===== src/hdl/svm_pkg.sv =====
// Shared types and constants of the stack machine execute unit.
package svm_pkg;

  localparam int DATA_W   = 32;
  localparam int IP_W     = 16;
  localparam int NUM_REGS = 12;
  localparam int GP_REGS  = NUM_REGS - 2;
  localparam int RIDX_W   = 4;
  localparam int DCNT_W   = 6;

  // Opcodes.
  localparam logic [3:0] OP_HLT = 4'd0;
  localparam logic [3:0] OP_PSH = 4'd1;
  localparam logic [3:0] OP_POP = 4'd2;
  localparam logic [3:0] OP_ADD = 4'd3;
  localparam logic [3:0] OP_MUL = 4'd4;
  localparam logic [3:0] OP_DIV = 4'd5;
  localparam logic [3:0] OP_SUB = 4'd6;
  localparam logic [3:0] OP_SLT = 4'd7;
  localparam logic [3:0] OP_MOV = 4'd8;
  localparam logic [3:0] OP_SET = 4'd9;
  localparam logic [3:0] OP_LOG = 4'd10;
  localparam logic [3:0] OP_IF  = 4'd11;
  localparam logic [3:0] OP_IFN = 4'd12;
  localparam logic [3:0] OP_GLD = 4'd13;
  localparam logic [3:0] OP_GPT = 4'd14;
  localparam logic [3:0] OP_NOP = 4'd15;

  // Status codes.
  localparam logic [2:0] ST_OK      = 3'd0;
  localparam logic [2:0] ST_BAD_OP  = 3'd1;
  localparam logic [2:0] ST_DIV0    = 3'd2;
  localparam logic [2:0] ST_OVER    = 3'd3;
  localparam logic [2:0] ST_UNDER   = 3'd4;
  localparam logic [2:0] ST_BAD_REG = 3'd5;

  // Commands from the controller to the datapath.
  typedef struct packed {
    logic load;
    logic rd_top;
    logic rd_next;
    logic calc;
    logic div_step;
    logic commit;
  } cmd_t;

  // Status from the datapath to the controller.
  typedef struct packed {
    logic is_div;
    logic div_done;
    logic out_busy;
  } sts_t;

endpackage


===== src/hdl/svm_ctrl.sv =====
// Controller state machine sequencing each instruction through the datapath.
module svm_ctrl (
  input  logic          clk,
  input  logic          rst_n,
  input  logic          in_valid,
  output logic          in_ready,
  input  svm_pkg::sts_t sts,
  output svm_pkg::cmd_t cmd
);
  import svm_pkg::*;

  localparam logic [2:0] S_IDLE    = 3'd0;
  localparam logic [2:0] S_RD_TOP  = 3'd1;
  localparam logic [2:0] S_RD_NEXT = 3'd2;
  localparam logic [2:0] S_CALC    = 3'd3;
  localparam logic [2:0] S_DIV     = 3'd4;
  localparam logic [2:0] S_COMMIT  = 3'd5;

  logic [2:0] state_r, state_nxt;

  // Next state and command decode.
  always_comb begin
    state_nxt = state_r;
    cmd       = '0;
    in_ready  = 1'b0;
    case (state_r)
      S_IDLE: begin
        in_ready = 1'b1;
        if (in_valid) begin
          cmd.load  = 1'b1;
          state_nxt = S_RD_TOP;
        end
      end
      S_RD_TOP: begin
        cmd.rd_top = 1'b1;
        state_nxt  = S_RD_NEXT;
      end
      S_RD_NEXT: begin
        cmd.rd_next = 1'b1;
        state_nxt   = S_CALC;
      end
      S_CALC: begin
        cmd.calc  = 1'b1;
        state_nxt = sts.is_div ? S_DIV : S_COMMIT;
      end
      S_DIV: begin
        cmd.div_step = 1'b1;
        if (sts.div_done) begin
          state_nxt = S_COMMIT;
        end
      end
      S_COMMIT: begin
        if (!sts.out_busy) begin
          cmd.commit = 1'b1;
          state_nxt  = S_IDLE;
        end
      end
      default: state_nxt = S_IDLE;
    endcase
  end

  // State register.
  always_ff @(posedge clk) begin
    if (!rst_n) begin
      state_r <= S_IDLE;
    end else begin
      state_r <= state_nxt;
    end
  end

endmodule


===== config.mk =====
export PLATFORM = sky130hd
export DESIGN_NAME = svm_ctrl
export DESIGN_NICKNAME = d
export VERILOG_FILES = /design/src/hdl/svm_pkg.sv /design/src/hdl/svm_ctrl.sv
export SDC_FILE = /design/constraint.sdc
export NUM_CORES = 1
export LEC_CHECK = 0
export BUFFER_PORTS_ARGS = -buffer_cell sky130_fd_sc_hd__buf_2
export CAP_MARGIN = 20
export CORE_AREA = 3 3 40 42
export DETAILED_ROUTE_END_ITERATION = 10
export DIE_AREA = 0 0 43 45
export SYNTH_ARGS = -nofsm -noshare
export SYNTH_HDL_FRONTEND = slang
export SYNTH_SLANG_ARGS = --single-unit

===== constraint.sdc =====
create_clock -name clk -period 2.55 [get_ports clk]
set_input_delay 0.255 -clock clk [delete_from_list [all_inputs] [get_ports clk]]
set_output_delay 0.255 -clock clk [all_outputs]
set_load 0.02 [all_outputs]

Word level (Yosys, flattened, before mapping)
Cells that the tools add are included.
{"block": "op_classes", "n_eq_ne": 8, "mux": 14, "n_reduce_logical": 2}
{"cell": "3-bit one-hot mux with 6 select lines", "count": 1}
{"cell": "1-bit two-way mux", "count": 10}
{"cell": "3-bit two-way mux", "count": 3}
{"cell": "3-bit by 2-bit equality test with 1-bit output, second input constant", "count": 2}
{"cell": "3-bit equality test, second input constant", "count": 2}
{"cell": "2-bit != test, second input constant", "count": 3}
{"cell": "3-bit by 1-bit equality test with 1-bit output, second input constant", "count": 1}
{"cell": "3-bit zero test", "count": 1}
{"cell": "3-bit AND reduction", "count": 1}
{"block": "totals", "register_bits": 3, "wordCells": 25}

Logic depth before layout (Yosys ltp)
{"block": "depth", "word_depth": 3, "ltp_mapped": 4, "ltp_nobuf": 3}

Worst setup path after synthesis
Ideal clock, no wire load.
{"block": "synth_timing", "kind": "register to output", "start": "register state_r[1]", "end": "output cmd[5] (netlist name)", "t_arrival_ns": 1.074, "setup_slack_ns": 1.221, "path_stages_with_launch": 4, "path_cell_list": "dfxtp_1 > buf_6 > nor3_2 > and2_1"}
{"element": "start, declared", "line_no": "svm_ctrl.sv:19", "source": "logic [2:0] state_r, state_nxt;"}
{"element": "start signal, assigned", "line_no": "svm_ctrl.sv:67", "source": "state_r <= state_nxt;"}
{"element": "end, declared", "line_no": "svm_ctrl.sv:8", "source": "output svm_pkg::cmd_t cmd"}

==> flow_summary.json <==
{
  "timing.final.crit_share_pct": 57.88,
  "netlist_area_sq_um": 227.7,
  "crit_required_ns": 2.30,
  "wl_um": 491,
  "fin_cells": 55,
  "synth_top_cell_area_share_pct": 26.37,
  "diodes": 0,
  "maxCapViolCount": 0,
  "critical_path.max_fanout": 9,
  "wire_per_inst_um": 8.927,
  "die_y_um": 45,
  "clockRootBuffer": "clkbuf_4",
  "grt_pass1_wl_um": 786,
  "pin_count": 13,
  "worst_hold_path_type": "in2reg",
  "synthToLayoutAreaGrowth_pct": 34.62,
  "design_area_sq_um": 306.5,
  "drv_slew": 0,
  "final_nets": 47,
  "finClkSkew_ns": 0.002648,
  "grt_pass1_vias": 179,
  "critPathKind": "reg2out",
  "slew_headroom_pct": 76.47,
  "core-area_sq_um": 1285,
  "setup_viol": 0,
  "cts_sinks": 3,
  "cp_cell_sequence": "nand2b_1 > nor3b_1 > buf_2",
  "fmax_mhz": 677.5,
  "synth_common_cells": "dfxtp_1, nor3b_1",
  "rsz0062_at_grt": "no",
  "cts_tree": "done",
  "synth-edff-count": 0,
  "clock_latency_ns": 0.24,
  "worstMarginPinSlew_ns": 0.3525,
  "drt_iter0_drc": 6,
  "grt_max_degree": 12,
  "slowest_delay_ns": 0.49,
  "ys.flop_type": "dfxtp_1",
  "hold_buffers": 0,
  "globalplace.congestion": 0.6970,
  "numPortBuffers": 12,
  "track_usage_pct": 6.328,
  "largest_reg_flops": 3,
  "die_x_um": 43,
  "irDropWorstVdd_mv": 0.4247,
  "top_register": "state_r",
  "yosysSeqAreaShare_pct": 26.37,
  "setup_tns_ns": 0,
  "hpwl_um": 379.7,
  "cts_buffers": 3,
  "clk_pin_slew_ns": 0.04,
  "ys_top_cells_by_area": "dfxtp_1, nor3b_1, buf_4",
  "syn_inst": 27,
  "die_area_sq_um": 1935,
  "startpoint_type": "flip-flop",
  "post_synth.cell_area_avg_sq_um": 8.434,
  "initial_core_util_pct": 17.72,
  "final_util_pct": 23.86,
  "leakagePower_nw": 0.1386,
  "netlist-cell-type-count": 18,
  "htreeDepth": 1,
  "setup_ws_ns": 1.074,
  "synthArstFlopShare_pct": 0,
  "vias": 219,
  "hold_viol_final": 0,
  "status": "complete, no violations",
  "ys_ff_latch": 3,
  "grt_overflow": 0,
  "largestRegisters": "state_r (3)",
  "num_rows": 13,
  "antenna_found_initial": 0,
  "ff2ff_path_depth": 3,
  "synth_nets": 33,
  "vias_per_cell": 3.982,
  "dp_slack_ns": 1.314,
  "drive_gt1_share_pct": 42.50,
  "cp-end-kind": "output pin",
  "postCtsSetupRepairBufs": 0,
  "period_minus_slack_ns": 1.476,
  "cp.arrival_ns": 1.22,
  "dp_cells": 51,
  "cts_resized": 0,
  "drtAntennaViolNets": 0,
  "dpl_cell_area_sq_um": 280.3,
  "post-synth-top-area-cell": "dfxtp_1",
  "holdPathStages": 2,
  "clockBufferDepth": 2,
  "power_per_cell_area_nw_per_um2": 930.8,
  "slowest_stage": "dfxtp_1",
  "dr.pass1.iters": 4,
  "yosysWarnings": 0,
  "fillers": 148,
  "drc": 0
}
layout by cell type (no fill, tap or decap):
master,n
nand2b_1,2
nor3_2,1
nor3b_1,3
xnor2_1,1
dfxtp_1,3
clkbuf_4,3
nor2_1,1
a31oi_1,1
nor2b_1,1
buf_2,12
mux2i_1,1
nor3_1,1
and3b_4,1
o211a_1,1
and2_1,2
clkbuf_1,1
inv_1,1
a21oi_1,2
nand2_1,2
area by class of cell:
class                           count  area [sq um]  share of cell area (%)
Multi-Input combinational cell     20         137.6                   44.90
Sequential cell                     3         60.06                   19.59
Timing Repair Buffer               12         60.06                   19.59
Clock buffer                        4         26.28                   8.571
Tap cell                           15         18.77                   6.122
Inverter                            1         3.754                   1.224
stage by stage:
stage,hold WS [ns],total power [mW]
after floorplan,0.3832,0.1827
after global placement,0.5070,0.2000
after detailed placement,0.5119,0.1999
after CTS,0.2673,0.2885
after global routing,0.2774,0.3109
final,0.2685,0.2853
worst paths after layout:
path                                   to  slack (ns)                     from
setup / recovery                   cmd[0]        1.07  state_r[0]$_SDFFE_PN0P_
setup reg to reg  state_r[2]$_SDFFE_PN0P_        1.45  state_r[2]$_SDFFE_PN0P_
hold / removal    state_r[2]$_SDFFE_PN0P_        0.27                    rst_n
hold reg to reg   state_r[1]$_SDFFE_PN0P_        0.65  state_r[0]$_SDFFE_PN0P_
layer usage:
layer / global-route usage, % / vias to the layer above / routed length [um]
li1: - / 115 / -
met1: 8.675 / 92 / 255
met2: 4.790 / 12 / 180
met3: 5.976 / 0 / 56
met4: 5.422 / 0 / 0
met5: 0 / - / 0
critical path: cells and delay by family, from the launching register on:
kind | cells | cell delay (ns)
buf+inv | 1 | 0.19
flops | 1 | 0.49
simple gates | 2 | 0.30
kinds of logic (layout without fill, tap and decap cells):
logic type,Yosys count,in the layout,share of synthesized area [%]
xor gates and xnor gates,1,1,3.847
buffers and inverters,4,17,13.18
and+or+nand+nor,14,14,40.66
muxes,1,1,4.396
AOI/OAI and AO/OA,4,4,11.54
DFF,3,3,26.37
report_power, final:
| part | internal, mW | leakage [nW] | switching [mW] | total (mW) |
|---|---|---|---|---|
| clock | 0.0589 | 0.0150 | 0.0282 | 0.0871 |
| sequential | 0.0579 | 0.0248 | 0.0272 | 0.0850 |
| combinational | 0.0524 | 0.0988 | 0.0608 | 0.113 |
(Power assumes the default switching activity.)
